==> src/rtl/rmp_pkg.sv <==
`timescale 1ns / 1ps

package rmp_pkg;

  // per-stage pipeline control handed to every cell
  typedef struct packed {
    logic en;
    logic vld;
  } pipe_ctl_t;

  localparam int GUARD_BITS   = 24;
  localparam int VEL_BITS     = 16;
  localparam int DIV_BITS     = VEL_BITS + 1;
  localparam int ATAN_ENTRIES = 24;
  localparam int VEL_MAX      = 32767;
  localparam int VEL_MIN_MAG  = 32768;
  localparam int CFG_IDX_BITS = 8;

  localparam logic [31:0] HALF_TURN = 32'h8000_0000;

  localparam logic [CFG_IDX_BITS-1:0] REG_SENSOR_X = CFG_IDX_BITS'(0);
  localparam logic [CFG_IDX_BITS-1:0] REG_SENSOR_Y = CFG_IDX_BITS'(1);
  localparam logic [CFG_IDX_BITS-1:0] REG_SENSOR_Z = CFG_IDX_BITS'(2);
  localparam logic [CFG_IDX_BITS-1:0] REG_MODE     = CFG_IDX_BITS'(3);

  // atan(2^-i) in 2^-32 turns
  function automatic logic [31:0] atan_val(input int idx);
    logic [31:0] v;
    case (idx)
      0:  v = 32'd536870912;
      1:  v = 32'd316933406;
      2:  v = 32'd167458907;
      3:  v = 32'd85004756;
      4:  v = 32'd42667331;
      5:  v = 32'd21354465;
      6:  v = 32'd10679838;
      7:  v = 32'd5340245;
      8:  v = 32'd2670163;
      9:  v = 32'd1335087;
      10: v = 32'd667544;
      11: v = 32'd333772;
      12: v = 32'd166886;
      13: v = 32'd83443;
      14: v = 32'd41722;
      15: v = 32'd20861;
      16: v = 32'd10430;
      17: v = 32'd5215;
      18: v = 32'd2608;
      19: v = 32'd1304;
      20: v = 32'd652;
      21: v = 32'd326;
      22: v = 32'd163;
      23: v = 32'd81;
      default: v = 32'd0;
    endcase
    return v;
  endfunction

endpackage

==> src/rtl/rmp_sqrt_cell.sv <==
`timescale 1ns / 1ps

// One result bit of two integer square roots (restoring, two radicand bits per cell).
module rmp_sqrt_cell #(
  parameter int R  = 25,
  parameter int SW = 8
) (
  input  logic                clk,
  input  logic                rst_n,
  input  rmp_pkg::pipe_ctl_t  ctl_i,
  input  logic [2*R-1:0]      s_a_i,
  input  logic [R-1:0]        root_a_i,
  input  logic [R+1:0]        rem_a_i,
  input  logic [2*R-1:0]      s_b_i,
  input  logic [R-1:0]        root_b_i,
  input  logic [R+1:0]        rem_b_i,
  input  logic [SW-1:0]       side_i,
  output logic                vld_o,
  output logic [2*R-1:0]      s_a_o,
  output logic [R-1:0]        root_a_o,
  output logic [R+1:0]        rem_a_o,
  output logic [2*R-1:0]      s_b_o,
  output logic [R-1:0]        root_b_o,
  output logic [R+1:0]        rem_b_o,
  output logic [SW-1:0]       side_o
);

  localparam int RW = R + 2;
  localparam int PW = 3 * R + RW;

  function automatic logic [PW-1:0] sq_step(input logic [2*R-1:0] s,
                                            input logic [R-1:0] root,
                                            input logic [RW-1:0] rem);
    logic [RW+1:0] remc;
    logic [RW+1:0] trial;
    logic [RW-1:0] rn;
    logic [R-1:0]  qn;
    remc  = {rem, s[2*R-1 -: 2]};
    trial = (RW+2)'({root, 2'b01});
    if (remc >= trial) begin
      rn = RW'(remc - trial);
      qn = {root[R-2:0], 1'b1};
    end else begin
      rn = RW'(remc);
      qn = {root[R-2:0], 1'b0};
    end
    return {s[2*R-3:0], 2'b00, qn, rn};
  endfunction

  logic [PW-1:0] step_a, step_b;
  logic          vld_r;
  logic [PW-1:0] a_r, b_r;
  logic [SW-1:0] side_r;

  assign step_a = sq_step(s_a_i, root_a_i, rem_a_i);
  assign step_b = sq_step(s_b_i, root_b_i, rem_b_i);

  always_ff @(posedge clk) begin
    if (!rst_n) begin
      vld_r <= 1'b0;
    end else if (ctl_i.en) begin
      vld_r <= ctl_i.vld;
    end
  end

  always_ff @(posedge clk) begin
    if (ctl_i.en) begin
      a_r    <= step_a;
      b_r    <= step_b;
      side_r <= side_i;
    end
  end

  assign vld_o    = vld_r;
  assign s_a_o    = a_r[PW-1 -: 2*R];
  assign root_a_o = a_r[RW +: R];
  assign rem_a_o  = a_r[RW-1:0];
  assign s_b_o    = b_r[PW-1 -: 2*R];
  assign root_b_o = b_r[RW +: R];
  assign rem_b_o  = b_r[RW-1:0];
  assign side_o   = side_r;

endmodule

==> config.mk <==
export PLATFORM = sky130hd
export DESIGN_NAME = rmp_sqrt_cell
export DESIGN_NICKNAME = d
export VERILOG_FILES = /design/src/rtl/rmp_pkg.sv /design/src/rtl/rmp_sqrt_cell.sv
export SDC_FILE = /design/constraint.sdc
export NUM_CORES = 1
export LEC_CHECK = 0
export BUFFER_PORTS_ARGS = -buffer_cell sky130_fd_sc_hd__buf_2
export CAP_MARGIN = 20
export CORE_MARGIN = 3
export CORE_UTILIZATION = 35
export DETAILED_ROUTE_END_ITERATION = 7
export GPL_TIMING_DRIVEN = 1
export PLACE_DENSITY_LB_ADDON = 0.12
export SYNTH_ARGS = -nofsm -noshare
export SYNTH_HDL_FRONTEND = slang
export SYNTH_SLANG_ARGS = --single-unit
==> constraint.sdc <==
create_clock -name clk -period 3.1 [get_ports clk]
set_input_delay 0.62 -clock clk [delete_from_list [all_inputs] [get_ports clk]]
set_output_delay 0.62 -clock clk [all_outputs]
set_load 0.005 [all_outputs]
==> Implementation_results.wiki <==
{| class="wikitable"
! Metric !! Value
|-
| Status || finished clean
|-
| Hold Crit Class || input port to flip-flop
|-
| Number of enable flip-flop cells after synthesis || 208
|-
| Total detailed-routing wirelength || between 30 and 40 mm
|-
| Syn Inst Count || between 700 and 800
|-
| Global-route wire length before repair || 44.5 mm
|-
| Maximum cell stage delay along the critical path || roughly 0.39 ns
|-
| Dominant combinational cell family by area after synthesis || compound AO/OA/AOI/OAI gates
|-
| Overall Global Routing Usage || roughly 18%
|-
| Slowest stage cell, crit path || ha_1
|-
| Most frequent cells after synthesis || 208 x edfxtp_1, 69 x inv_1, 61 x nand2_1
|-
| Synth Flop Type || edfxtp_1
|-
| Sort of element at the end of the critical path || flip-flop
|-
| Die Footprint || ~0.031 sq mm
|-
| Flip-flop and latch count after synthesis || ~210
|-
| Clock slew at reported path FFs || about 0.06 ns
|-
| Core Util, Final || 50.1%
|-
| Total number of nets in the final design || roughly 1600
|-
| Number of hold buffers added after CTS || 0
|-
| Cell-by-cell trace of the critical path || buf_2 -> inv_1 -> ha_1 -> a21oi_4 -> a21oi_2 -> a211oi_4 -> o21ai_1 -> or3_4 -> a31oi_4 -> buf_12 -> a211oi_1 -> a21o_1
|-
| Area of the placeable core || between 0.02 and 0.03 sq mm
|-
| Final routed wire length divided by cell count || roughly 18 um
|-
| Max Clock Skew || 0 ns
|-
| Number of placement rows || 61
|-
| Internal cell power || a little under 6 mW
|-
| Synth warn || 0
|-
| PwrDens || ~570 mW/mm^2
|-
| Critical path start-end classification || input port to flip-flop
|-
| Setup Total Neg Slack || 0 ns
|-
| Net switching power figure || slightly above 2 mW
|-
| Post-detail-place hpwl || ~24 mm
|-
| Sum of overflow across all layers after global routing || 0
|-
| Share of final-layout standard cells stronger than drive strength 1 || between 40% and 50%
|-
| Worst EP required || roughly 3.4 ns
|-
| Initial Util || a little over a third
|-
| Max Slew Vio Count || 0
|-
| Final Hold Viols || 0
|-
| Final instance area || around 0.014 sq mm
|-
| Setup repair after global routing missed its margin || no
|-
| Top area cells in the synthesized netlist || edfxtp_1 61%, ha_1 6.6%, o21ai_0 2.6%
|-
| Worst setup slack before clock tree synthesis || -0.0347 ns
|-
| Tcrit/Tclk final || 83.9%
|-
| CTS buffer count || 25
|-
| X dimension of the die || 177 um
|-
| Antenna Nets Post-Route || 0
|-
| Final Wtd Congestion || ~0.86
|-
| Initial antenna violation count || 9
|-
| CTS resizes || 0
|-
| Worst VDD drop || ~0.00034 V
|-
| Final Total Pwr || around 8 mW
|-
| Die H || approximately 180 um
|-
| Worst setup margin || 0.498 ns
|-
| Initial drt markers || 357
|-
| Setup-failing EPs final || 0
|-
| Maximum operating frequency || 384 MHz
|-
| Unique cell type count in the Yosys netlist || 68
|-
| Pin count of the biggest net entering global routing || just under 80
|-
| Final critical delay including setup and external delays || 2.60 ns
|-
| Lkg Pwr || ~6.5 nW
|-
| Mean Syn Cell Area || approximately 13 sq um
|-
| Remaining design rule violation count || 0
|-
| Cell area after placement || around 0.013 sq mm
|-
| Top-level I/O count || between 400 and 500
|-
| Sequential group share of total power || between 40 and 50%
|-
| Router iterations before antenna repair || 6
|-
| Number of buffers inserted to repair setup after CTS || 0
|-
| Cell area after technology mapping || 0.0102 sq mm
|-
| Area share of the largest cell type after synthesis || 61.4%
|-
| Maximum Capacitance Violations || 0
|-
| Post-synthesis share of cell area spent on full adders, half adders and majority gates || under 10%
|-
| Cell accounting for the most synthesized area || edfxtp_1
|-
| Final cell count without fillers || 1683
|-
| Simple-gate share of the synthesized area || under 10%
|-
| H-tree lvl count || 1
|-
| Data arrival time of the critical path || ~2.9 ns
|-
| Minimum hold slack || approximately 0.27 ns
|-
| Switching part of the total || 25.3%
|-
| Slew @ Worst Pin || ~0.80 ns
|-
| Area Growth Syn to Fin || 38.9%
|-
| Vias per Instance || ~4.7
|-
| Via count of the first global-routing pass || between 7000 and 8000
|-
| Combinational share of power || 19.7%
|-
| Sequential cell area fraction in the yosys report || between 60 and 70%
|-
| Largest fanout of any net on the critical path || 40
|-
| Count of input and output buffers || 424
|-
| Share of flip-flops with an asynchronous set or reset || 0%
|-
| Insertion delay to the later sink of the worst-skew pair || around 0.5 ns
|-
| Clock root buffer master || clkbuf_16
|-
| Total vias in the final route || roughly 7900
|-
| Relative slew slack || 45.5%
|-
| Clock network fraction of design power || 36.3%
|-
| CTS tree || done
|-
| Share of the synthesized netlist area taken by xor and xnor gates || 3.61%
|-
| Nature of the critical path startpoint || input port
|-
| Count leader, synth || edfxtp_1
|-
| Maximum clock insertion buffer count || 3
|-
| Clock Sinks || between 200 and 250
|-
| Cells after DPL || between 1500 and 2000
|-
| Multiplexer fraction of the synthesized cell area || 3.98%
|-
| Area fraction in compound gates after synthesis || 12.7%
|}
[registers in the layout, indices dropped and copies added (netlist names)]
signal,count
b_r,100
vld_o,1
side_o,8
a_r,100
[worst paths after layout]
check,end,slack [ns],depth (start not counted),startpoint
worst max-delay path,b_r[17]$_DFFE_PP_,0.50,12,root_b_i[5]
worst min-delay path,a_r[100]$_DFFE_PP_,0.27,1,s_a_i[46]
worst max register to register,vld_o$_SDFFE_PN0P_,2.51,2,vld_o$_SDFFE_PN0P_
worst min register to register,vld_o$_SDFFE_PN0P_,0.53,2,vld_o$_SDFFE_PN0P_
[worst max-delay path: cells and delay by family]
kind | cells | cell delay, ns
AOI/OAI and AO/OA | 7 | 1.08
adders and majority gates | 1 | 0.39
buffers and inverters | 3 | 0.37
and+or+nand+nor | 1 | 0.38
[placed cells by master, fill, tap and decap left out, types with 25 or more instances in the layout]
master / synthesis / routed
a21oi_1: 38 / 38
a21o_1: 26 / 26
nand2_1: 61 / 61
edfxtp_1: 208 / 208
ha_1: 54 / 54
buf_2: 9 / 423
o21ai_0: 53 / 53
clkbuf_16: 0 / 25
buf_4: 4 / 75
inv_1: 69 / 69
nor2_1: 28 / 28
[cell families (layout without fill, tap and decap cells)]
logic type                 count (synthesis)  count (layout)
adders and majority gates                 54              54
AOI/OAI and AO/OA                        189             189
DFF                                      209             209
buffers and inverters                    100             620
other                                      1               9
muxes                                     31              31
xor gates and xnor gates                  42              42
and+or+nand+nor                          151             151
[metal layers]
layer,global-route usage (%),wire length [um],vias to the layer above
li1,-,-,3895
met1,22.7,12300,3664
met2,31.3,14600,326
met3,5.51,2740,47
met4,4.88,574,6
met5,0,28,-
[final cells by class]
type                       count  area, sq um
fill                        2586        14100
timing repair buffer         506         2830
tap                          378          473
clock inverter                17          176
multi-input combinational    471         3480
clock buffer                  28          637
antenna                        5         12.5
inverter                      69          259
sequential                   209         6270
[power by group through the flow]
stage               Combinational, mW  Sequential (mW)  Clock [mW]
floorplan                       0.704             3.63           0
finish                           1.57             3.52        2.90
global route                     1.74             3.55        3.11
global placement                 1.58             3.58           0
detailed placement               1.59             3.58           0
CTS                              1.59             3.52        2.98
Power figures use the tool's default switching activity.
